[src/hdl/bpc_pkg.sv]
`timescale 1ns / 1ps
`default_nettype none

package bpc_pkg;

  localparam int NUM_CHANNELS = 8;

  // register indexes
  localparam logic [1:0] REG_DEBOUNCE   = 2'd0;
  localparam logic [1:0] REG_LONG_PRESS = 2'd1;
  localparam logic [1:0] REG_NORMAL     = 2'd2;
  localparam logic [1:0] REG_ENABLE     = 2'd3;

  localparam logic [15:0] DEBOUNCE_RESET   = 16'd50;
  localparam logic [15:0] LONG_PRESS_RESET = 16'd1000;

  // phase codes of the per-channel machine
  localparam logic [3:0] PH_PRESS_EVT   = 4'd0;
  localparam logic [3:0] PH_SREL_EVT    = 4'd1;
  localparam logic [3:0] PH_LREL_EVT    = 4'd2;
  localparam logic [3:0] PH_PRESSED     = 4'd3;
  localparam logic [3:0] PH_LONGPRESSED = 4'd4;
  localparam logic [3:0] PH_SRELEASED   = 4'd5;
  localparam logic [3:0] PH_LRELEASED   = 4'd6;
  localparam logic [3:0] PH_PRESS_PRE   = 4'd7;
  localparam logic [3:0] PH_SHORT_REL   = 4'd8;
  localparam logic [3:0] PH_LONG_REL    = 4'd9;
  localparam logic [3:0] PH_IDLE        = 4'd10;
  localparam logic [3:0] PH_PRESS_AFT   = 4'd11;
  localparam logic [3:0] PH_HOLDING     = 4'd12;

  localparam logic [2:0] EV_NONE      = 3'd0;
  localparam logic [2:0] EV_PRESSED   = 3'd1;
  localparam logic [2:0] EV_LONG      = 3'd2;
  localparam logic [2:0] EV_SHORT_REL = 3'd3;
  localparam logic [2:0] EV_LONG_REL  = 3'd4;

  localparam logic [1:0] ST_IDLE     = 2'd0;
  localparam logic [1:0] ST_SHORT    = 2'd1;
  localparam logic [1:0] ST_HOLDING  = 2'd2;
  localparam logic [1:0] ST_DISABLED = 2'd3;

  typedef struct packed {
    logic [2:0]  channel;
    logic        level;
    logic [15:0] now_time;
  } item_t;

  typedef struct packed {
    logic [2:0] event_res;
    logic [1:0] stable_state;
  } result_t;

  typedef struct packed {
    logic [15:0] debounce_ticks;
    logic [15:0] long_press_ticks;
    logic [7:0]  normal_level_mask;
    logic [7:0]  enable_mask;
    logic [7:0]  phase_clear;
  } cfg_t;

  // col[0]: pressed level, col[1]: timeout
  function automatic logic [3:0] next_phase(input logic [3:0] p, input logic [1:0] col);
    logic [3:0] n;
    case (p) inside
      PH_PRESS_EVT:               n = PH_PRESS_PRE;
      PH_SREL_EVT:                n = PH_SHORT_REL;
      PH_LREL_EVT:                n = PH_LONG_REL;
      PH_PRESSED:                 n = PH_PRESS_AFT;
      PH_LONGPRESSED:             n = PH_HOLDING;
      PH_SRELEASED, PH_LRELEASED: n = PH_IDLE;
      PH_PRESS_PRE: n = col[0] ? (col[1] ? PH_PRESSED : PH_PRESS_PRE) : PH_IDLE;
      PH_SHORT_REL: n = col[0] ? PH_PRESS_AFT : (col[1] ? PH_SRELEASED : PH_SHORT_REL);
      PH_LONG_REL:  n = col[0] ? PH_HOLDING : (col[1] ? PH_LRELEASED : PH_LONG_REL);
      PH_PRESS_AFT: n = col[0] ? (col[1] ? PH_LONGPRESSED : PH_PRESS_AFT) : PH_SREL_EVT;
      PH_HOLDING:   n = col[0] ? PH_HOLDING : (col[1] ? PH_LRELEASED : PH_LREL_EVT);
      default:      n = col[0] ? (col[1] ? PH_PRESSED : PH_PRESS_EVT) : PH_IDLE;
    endcase
    return n;
  endfunction

  // debounce phases report the state they fall back to
  function automatic logic [1:0] stable_code(input logic [3:0] p);
    logic [1:0] s;
    case (p) inside
      PH_SHORT_REL, PH_PRESS_AFT: s = ST_SHORT;
      PH_LONG_REL, PH_HOLDING:    s = ST_HOLDING;
      default:                    s = ST_IDLE;
    endcase
    return s;
  endfunction

endpackage

`default_nettype wire

[src/hdl/bpc_cfg_regs.sv]
`timescale 1ns / 1ps
`default_nettype none

module bpc_cfg_regs (
  input  wire logic              clk,
  input  wire logic              rst,
  input  wire logic              cfg_we,
  input  wire logic [1:0]        cfg_index,
  input  wire logic [15:0]       cfg_data,
  output bpc_pkg::cfg_t          cfg
);

  logic [15:0] debounce_ticks;
  logic [15:0] long_press_ticks;
  logic [7:0]  normal_level_mask;
  logic [7:0]  enable_mask;

  always_ff @(posedge clk) begin
    if (rst) begin
      debounce_ticks    <= bpc_pkg::DEBOUNCE_RESET;
      long_press_ticks  <= bpc_pkg::LONG_PRESS_RESET;
      normal_level_mask <= '0;
      enable_mask       <= '1;
    end else if (cfg_we) begin
      unique case (cfg_index)
        bpc_pkg::REG_DEBOUNCE:   debounce_ticks    <= cfg_data;
        bpc_pkg::REG_LONG_PRESS: long_press_ticks  <= cfg_data;
        bpc_pkg::REG_NORMAL:     normal_level_mask <= cfg_data[7:0];
        bpc_pkg::REG_ENABLE:     enable_mask       <= cfg_data[7:0];
        default: ;
      endcase
    end
  end

  always_comb begin
    cfg.debounce_ticks    = debounce_ticks;
    cfg.long_press_ticks  = long_press_ticks;
    cfg.normal_level_mask = normal_level_mask;
    cfg.enable_mask       = enable_mask;
    // send channels whose enable bit flips back to idle
    cfg.phase_clear = (cfg_we && cfg_index == bpc_pkg::REG_ENABLE)
                      ? (cfg_data[7:0] ^ enable_mask) : 8'd0;
  end

endmodule

`default_nettype wire

[src/hdl/bpc_core.sv]
`timescale 1ns / 1ps
`default_nettype none

module bpc_core (
  input  wire logic              clk,
  input  wire logic              rst,
  input  wire logic              fire,
  input  wire bpc_pkg::item_t    item,
  input  wire bpc_pkg::cfg_t     cfg,
  output bpc_pkg::result_t       result
);

  logic [3:0]  phase          [bpc_pkg::NUM_CHANNELS];
  logic [15:0] debounce_start [bpc_pkg::NUM_CHANNELS];
  logic [15:0] long_press_start [bpc_pkg::NUM_CHANNELS];

  logic        active;
  logic [3:0]  p;
  logic [3:0]  phase_next;
  logic [15:0] db_elapsed;
  logic [15:0] lp_elapsed;
  logic        tmo;
  logic        pressed;
  logic        write_db;
  logic        write_lp;

  always_comb begin
    active = (32'(item.channel) < bpc_pkg::NUM_CHANNELS) && cfg.enable_mask[item.channel];
    p = phase[item.channel];
    if (p > bpc_pkg::PH_HOLDING) begin
      p = bpc_pkg::PH_IDLE;
    end
    db_elapsed = item.now_time - debounce_start[item.channel];
    lp_elapsed = item.now_time - long_press_start[item.channel];
    pressed = item.level ^ cfg.normal_level_mask[item.channel];

    tmo = 1'b0;
    if (p >= bpc_pkg::PH_PRESS_PRE && p <= bpc_pkg::PH_LONG_REL) begin
      tmo = db_elapsed >= cfg.debounce_ticks;
    end else if (p == bpc_pkg::PH_PRESS_AFT) begin
      tmo = lp_elapsed >= cfg.long_press_ticks;
    end
    phase_next = bpc_pkg::next_phase(p, {tmo, pressed});

    write_db = active && p < bpc_pkg::PH_PRESSED;
    write_lp = active && p == bpc_pkg::PH_PRESSED;

    result.event_res = bpc_pkg::EV_NONE;
    case (p)
      bpc_pkg::PH_PRESSED:     result.event_res = bpc_pkg::EV_PRESSED;
      bpc_pkg::PH_LONGPRESSED: result.event_res = bpc_pkg::EV_LONG;
      bpc_pkg::PH_SRELEASED:   result.event_res = bpc_pkg::EV_SHORT_REL;
      bpc_pkg::PH_LRELEASED:   result.event_res = bpc_pkg::EV_LONG_REL;
      default: ;
    endcase
    // transient phases report the phase they pass to
    result.stable_state = bpc_pkg::stable_code(
        (p < bpc_pkg::PH_PRESS_PRE) ? bpc_pkg::next_phase(p, 2'b00) : p);

    if (!active) begin
      result.event_res    = bpc_pkg::EV_NONE;
      result.stable_state = bpc_pkg::ST_DISABLED;
    end
  end

  always_ff @(posedge clk) begin
    if (rst) begin
      for (int c = 0; c < bpc_pkg::NUM_CHANNELS; c++) begin
        phase[c] <= bpc_pkg::PH_IDLE;
      end
    end else begin
      if (fire && active) begin
        phase[item.channel] <= phase_next;
      end
      for (int c = 0; c < bpc_pkg::NUM_CHANNELS; c++) begin
        if (cfg.phase_clear[c]) begin
          phase[c] <= bpc_pkg::PH_IDLE;
        end
      end
    end
  end

  always_ff @(posedge clk) begin
    if (fire && write_db) begin
      debounce_start[item.channel] <= item.now_time;
    end
    if (fire && write_lp) begin
      long_press_start[item.channel] <= item.now_time;
    end
  end

endmodule

`default_nettype wire

[src/hdl/button_press_classifier.sv]
`timescale 1ns / 1ps
`default_nettype none

// Polled button classifier for eight channels. Each request carries a channel,
// its raw level and a 16-bit time stamp, and returns one result: an event
// (pressed, long pressed, short released, long released) and the channel's
// stable state (idle, short pressed, holding, disabled). One request is taken
// every clock cycle while the result side is not stalled; the request is held
// in the input register and then its result in the result register, which
// holds it until it is taken. The per-channel phase and stamp registers are
// read, updated and written back between those two registers, so polls of
// the same channel may follow each other with no gap. Time differences wrap
// at 16 bits. Write the configuration registers only while no request is in
// flight; changing a channel's enable bit returns it to idle.
module button_press_classifier (
  input  wire logic              clk,
  input  wire logic              rst,
  input  wire logic              in_valid,
  output logic                   in_stall,
  input  wire bpc_pkg::item_t    in_data,
  output logic                   out_valid,
  input  wire logic              out_stall,
  output bpc_pkg::result_t       out_data,
  input  wire logic              cfg_we,
  input  wire logic [1:0]        cfg_index,
  input  wire logic [15:0]       cfg_data
);

  bpc_pkg::cfg_t    cfg;
  bpc_pkg::item_t   in_q;
  bpc_pkg::result_t result;
  logic             in_q_valid;
  logic             advance;
  logic             fire;

  assign advance  = !out_valid || !out_stall;
  assign in_stall = in_q_valid && !advance;
  assign fire     = in_q_valid && advance;

  bpc_cfg_regs u_cfg (
    .clk       (clk),
    .rst       (rst),
    .cfg_we    (cfg_we),
    .cfg_index (cfg_index),
    .cfg_data  (cfg_data),
    .cfg       (cfg)
  );

  bpc_core u_core (
    .clk    (clk),
    .rst    (rst),
    .fire   (fire),
    .item   (in_q),
    .cfg    (cfg),
    .result (result)
  );

  always_ff @(posedge clk) begin
    if (rst) begin
      in_q_valid <= 1'b0;
    end else if (!in_stall) begin
      in_q_valid <= in_valid;
    end
  end

  always_ff @(posedge clk) begin
    if (!in_stall && in_valid) begin
      in_q <= in_data;
    end
  end

  always_ff @(posedge clk) begin
    if (rst) begin
      out_valid <= 1'b0;
    end else if (advance) begin
      out_valid <= in_q_valid;
    end
  end

  always_ff @(posedge clk) begin
    if (fire) begin
      out_data <= result;
    end
  end

  // hold a request in the input register while the result side is blocked
  assert property (@(posedge clk) disable iff (rst)
    in_q_valid && out_valid && out_stall |=> in_q_valid && $stable(in_q))
    else $error("input request dropped while output stalled");

  assert property (@(posedge clk) disable iff (rst)
    fire && !cfg.enable_mask[in_q.channel] |=>
      out_valid && out_data.event_res == bpc_pkg::EV_NONE &&
      out_data.stable_state == bpc_pkg::ST_DISABLED)
    else $error("disabled channel did not report disabled");

  assert property (@(posedge clk) disable iff (rst)
    out_valid && out_data.event_res != bpc_pkg::EV_NONE |->
      out_data.stable_state != bpc_pkg::ST_DISABLED &&
      out_data.event_res <= bpc_pkg::EV_LONG_REL)
    else $error("event reported with disabled state or bad code");

endmodule

`default_nettype wire
[config.mk]
export PLATFORM = sky130hd
export DESIGN_NAME = button_press_classifier
export DESIGN_NICKNAME = d
export VERILOG_FILES = /design/src/hdl/bpc_pkg.sv /design/src/hdl/bpc_cfg_regs.sv /design/src/hdl/bpc_core.sv /design/src/hdl/button_press_classifier.sv
export SDC_FILE = /design/constraint.sdc
export NUM_CORES = 1
export LEC_CHECK = 0
export ABC_AREA = 1
export BUFFER_PORTS_ARGS = -buffer_cell sky130_fd_sc_hd__buf_2
export CAP_MARGIN = 30
export CORE_MARGIN = 2
export CORE_UTILIZATION = 45
export CTS_CLUSTER_SIZE = 24
export DETAILED_ROUTE_END_ITERATION = 12
export GPL_ROUTABILITY_DRIVEN = 0
export MAX_ROUTING_LAYER = met4
export PLACE_DENSITY = 0.58
export SLEW_MARGIN = 25
export SYNTH_ARGS = -nofsm -noshare
export SYNTH_HDL_FRONTEND = slang
export SYNTH_SLANG_ARGS = --single-unit
[constraint.sdc]
create_clock -name clk -period 8.8 [get_ports clk]
set_clock_uncertainty 0.05 [all_clocks]
set_input_delay 2.64 -clock clk [delete_from_list [all_inputs] [get_ports clk]]
set_output_delay 2.64 -clock clk [all_outputs]
set_load 0.05 [all_outputs]
==> metrics.cfg <==
[clock_network]
cts_num_sinks = 366
cts_max_path_buffers = 3
root_buffer = clkbuf_16
worstSkewPairLatency_ps = 550
ctsResizeCount = 0
tritoncts.num_buffers = 39
path_clk_slew_ps = 60
postCtsSetupBuffers = 0
h-tree-depth = 2
holdBufCountCts = 0
cts_tree = done

[pwr]
max-vdd-ir-drop_mv = 0.200
power_density_mw_per_mm2 = 222
swShare = 0.276
power_leakage_nw = 7.25
comb_power_share = 0.169
switchingPower_w = 0.00118
internal-power_w = 0.00308
clkPwrFrac = 0.371
seq_power_share = 0.460

[floorplan]
io_pins = 50
dieArea_mm2 = 0.0397
coreArea_mm2 = 0.0376
initial_utilization = 0.456
dieHeight_um = 199
num_rows = 71
fp.dieW_um = 199

[placement]
hpwl_um = 26900
io_buffers = 49
dp_cells = 2149

[logic_synthesis]
synth-xor-area-share = 0.0174
synthMostInstantiatedCell = edfxtp_1
synth-async-reset-ratio = 0
yosys_register_bits = 366
synth_top_cells_by_count = edfxtp_1 (313), nor2_1 (220), o21ai_0 (203)
synthCells = 1634
yosys-top-cells-area = edfxtp_1 (55%), dfxtp_1 (6.2%), o21ai_0 (5.9%), nor2_1 (4.8%), ha_1 (4.6%)
synthMuxAreaShare = 0
synthSimpleGateAreaFrac = 0.139
synth.avg_cell_area_um2 = 10.5
synth_compound_area_frac = 0.132
netlist_area_mm2 = 0.0172
synth_top_family_by_area = simple AND/OR/NAND/NOR gates
synth_edf_count = 313
synth.largest_area_cell = edfxtp_1
synth_top_area_share = 0.548
synth_seq_area_share = 0.610
synth_nets = 1742
ys_warn_count = 0
synth_fa_ha_area_frac = 0.0483
ys.flop_type = edfxtp_1
synth.distinct_cells = 50

[route]
drc_errors = 0
drt-wirelength-per-cell_um = 19.7
viasPerCell = 5.38
ant_nets = 0
dr.pass1.iters = 5
vias = 11936
first_iter_violations = 1006
wirelength_um = 43700

[global_route]
grt_pass1_vias = 11429
grt_pass1_wl_um = 66900
grt_use_total = 0.231
grt_max_degree = 145
antenna_found_initial = 0
globalRouteOverflowTotal = 0

[critical_path]
start_kind = register
crit_top_cell = nand2_1
cp_data_arrival_time_ps = 6540
required_ps = 9020
path_max_fanout = 78
reg2regPathDepth = 35
crit_path_max_incr_delay_ps = 890
path_class = register to register
end_kind = register
crit_path_top_delay_cell = dfxtp_4

[flow_run]
maxCapViolations = 0

[cells_and_area]
drive_above_1_share = 0.117
nNetsFinal = 1787
n_antenna_cell = 0
instances_no_fill = 2218
area_growth_pct = 11.8
fill_cells = 3358

[sta]
worst_slew_pin_slew_ps = 890
fmaxAchievable_mhz = 158
finalHoldViolCount = 0
slew_violations = 0
slew_headroom = 0.406
min_period_ps = 6320
fin_setup_tns_ps = 0
setup_viol = 0
rsz0062_at_grt = no
finalCritPeriodShare = 0.718

[min_path]
hold_path_depth = 2
min_path_type = register to register

[outcome]
status = complete, no violations

## cells by family after synthesis
kind of cell,after synthesis
AOI/OAI and AO/OA,402
buffers and inverters,231
adders and majority gates,65
and+or+nand+nor,536
DFF,366
xor gates and xnor gates,34
## layout by cell type, fill, tap and decap left out, types with 10 or more instances in the layout
cell type,count
o21ai_0,203
nand3_1,47
o22ai_1,34
o211ai_1,12
clkinv_1,10
clkbuf_16,43
clkbuf_1,10
nor2_2,17
nand2_2,24
nor2_1,204
buf_4,21
nand2_1,198
inv_1,160
dfxtp_1,50
o221ai_1,31
buf_2,49
edfxtp_1,313
a21oi_1,96
ha_1,63
xor2_1,29
nand2_4,12
## flip-flops by register name (all words and copies together) (netlist names), named ones only
name,flops
in_q,20
in_q_valid,1
out_data,5
out_valid,1
u_cfg.debounce_ticks,16
u_cfg.enable_mask,8
u_cfg.long_press_ticks,16
u_cfg.normal_level_mask,8
u_core.debounce_start,128
u_core.long_press_start,128
u_core.phase,32
## stage by stage
step / hold WS, ps / total power [W] / worst slack (ps) / utilization / area, um^2
after floorplan: 385 / 0.00251 / 2700 / - / 17200
after global placement: 407 / 0.00270 / 2640 / 0.478 / 18000
after detailed placement: 412 / 0.00271 / 2510 / 0.478 / 18000
after CTS: 421 / 0.00429 / 2480 / 0.510 / 19200
after global routing: 448 / 0.00447 / 1900 / 0.510 / 19200
final: 414 / 0.00426 / 2480 / 0.510 / 19200
## final timing paths
path                             start                   endpoint  slack (ps)
min reg2reg  u_cfg.long_press_ticks[2]  u_cfg.long_press_ticks[2]         410
max                           register         u_core.phase[6][0]        2480
min          u_cfg.long_press_ticks[2]  u_cfg.long_press_ticks[2]         410
max reg2reg                   register         u_core.phase[6][0]        2480
## layout make-up
type                    count  area [um^2]  share of cell area
flip-flops and latches    366        10500               0.546
multi-input cells        1037         5810               0.303
clock buffers              54         1130              0.0588
well taps                 511          639              0.0333
inverters                 165          629              0.0328
repair buffers             70          403              0.0210
clock inverters            15          103             0.00535
## power groups by stage
stage	Sequential, W	Clock [W]	Combinational (W)
floorplan	0.00197	0	0.000537
global placement	0.00199	0	0.000710
detailed placement	0.00199	0	0.000720
CTS	0.00196	0.00161	0.000725
global route	0.00196	0.00168	0.000819
finish	0.00196	0.00158	0.000720
## worst max-delay path, delay by kind of cell (launching register included)
kind / cells / cell delay, ps
flip-flops: 1 / 890
buffers and inverters: 3 / 840
adder cells (fa/ha/maj): 3 / 880
AO/OA/AOI/OAI: 6 / 1020
XOR/XNOR: 1 / 150
AND/OR/NAND/NOR: 22 / 2160
## per-layer routing
| layer | GRT usage | up-vias | wire [um] |
|---|---|---|---|
| li1 | - | 5816 | - |
| met1 | 0.310 | 5719 | 19300 |
| met2 | 0.369 | 345 | 20800 |
| met3 | 0.0354 | 56 | 2700 |
| met4 | 0.0608 | 0 | 956 |
| met5 | - | - | 0 |
No activity file was read; power rests on OpenSTA's default activity.
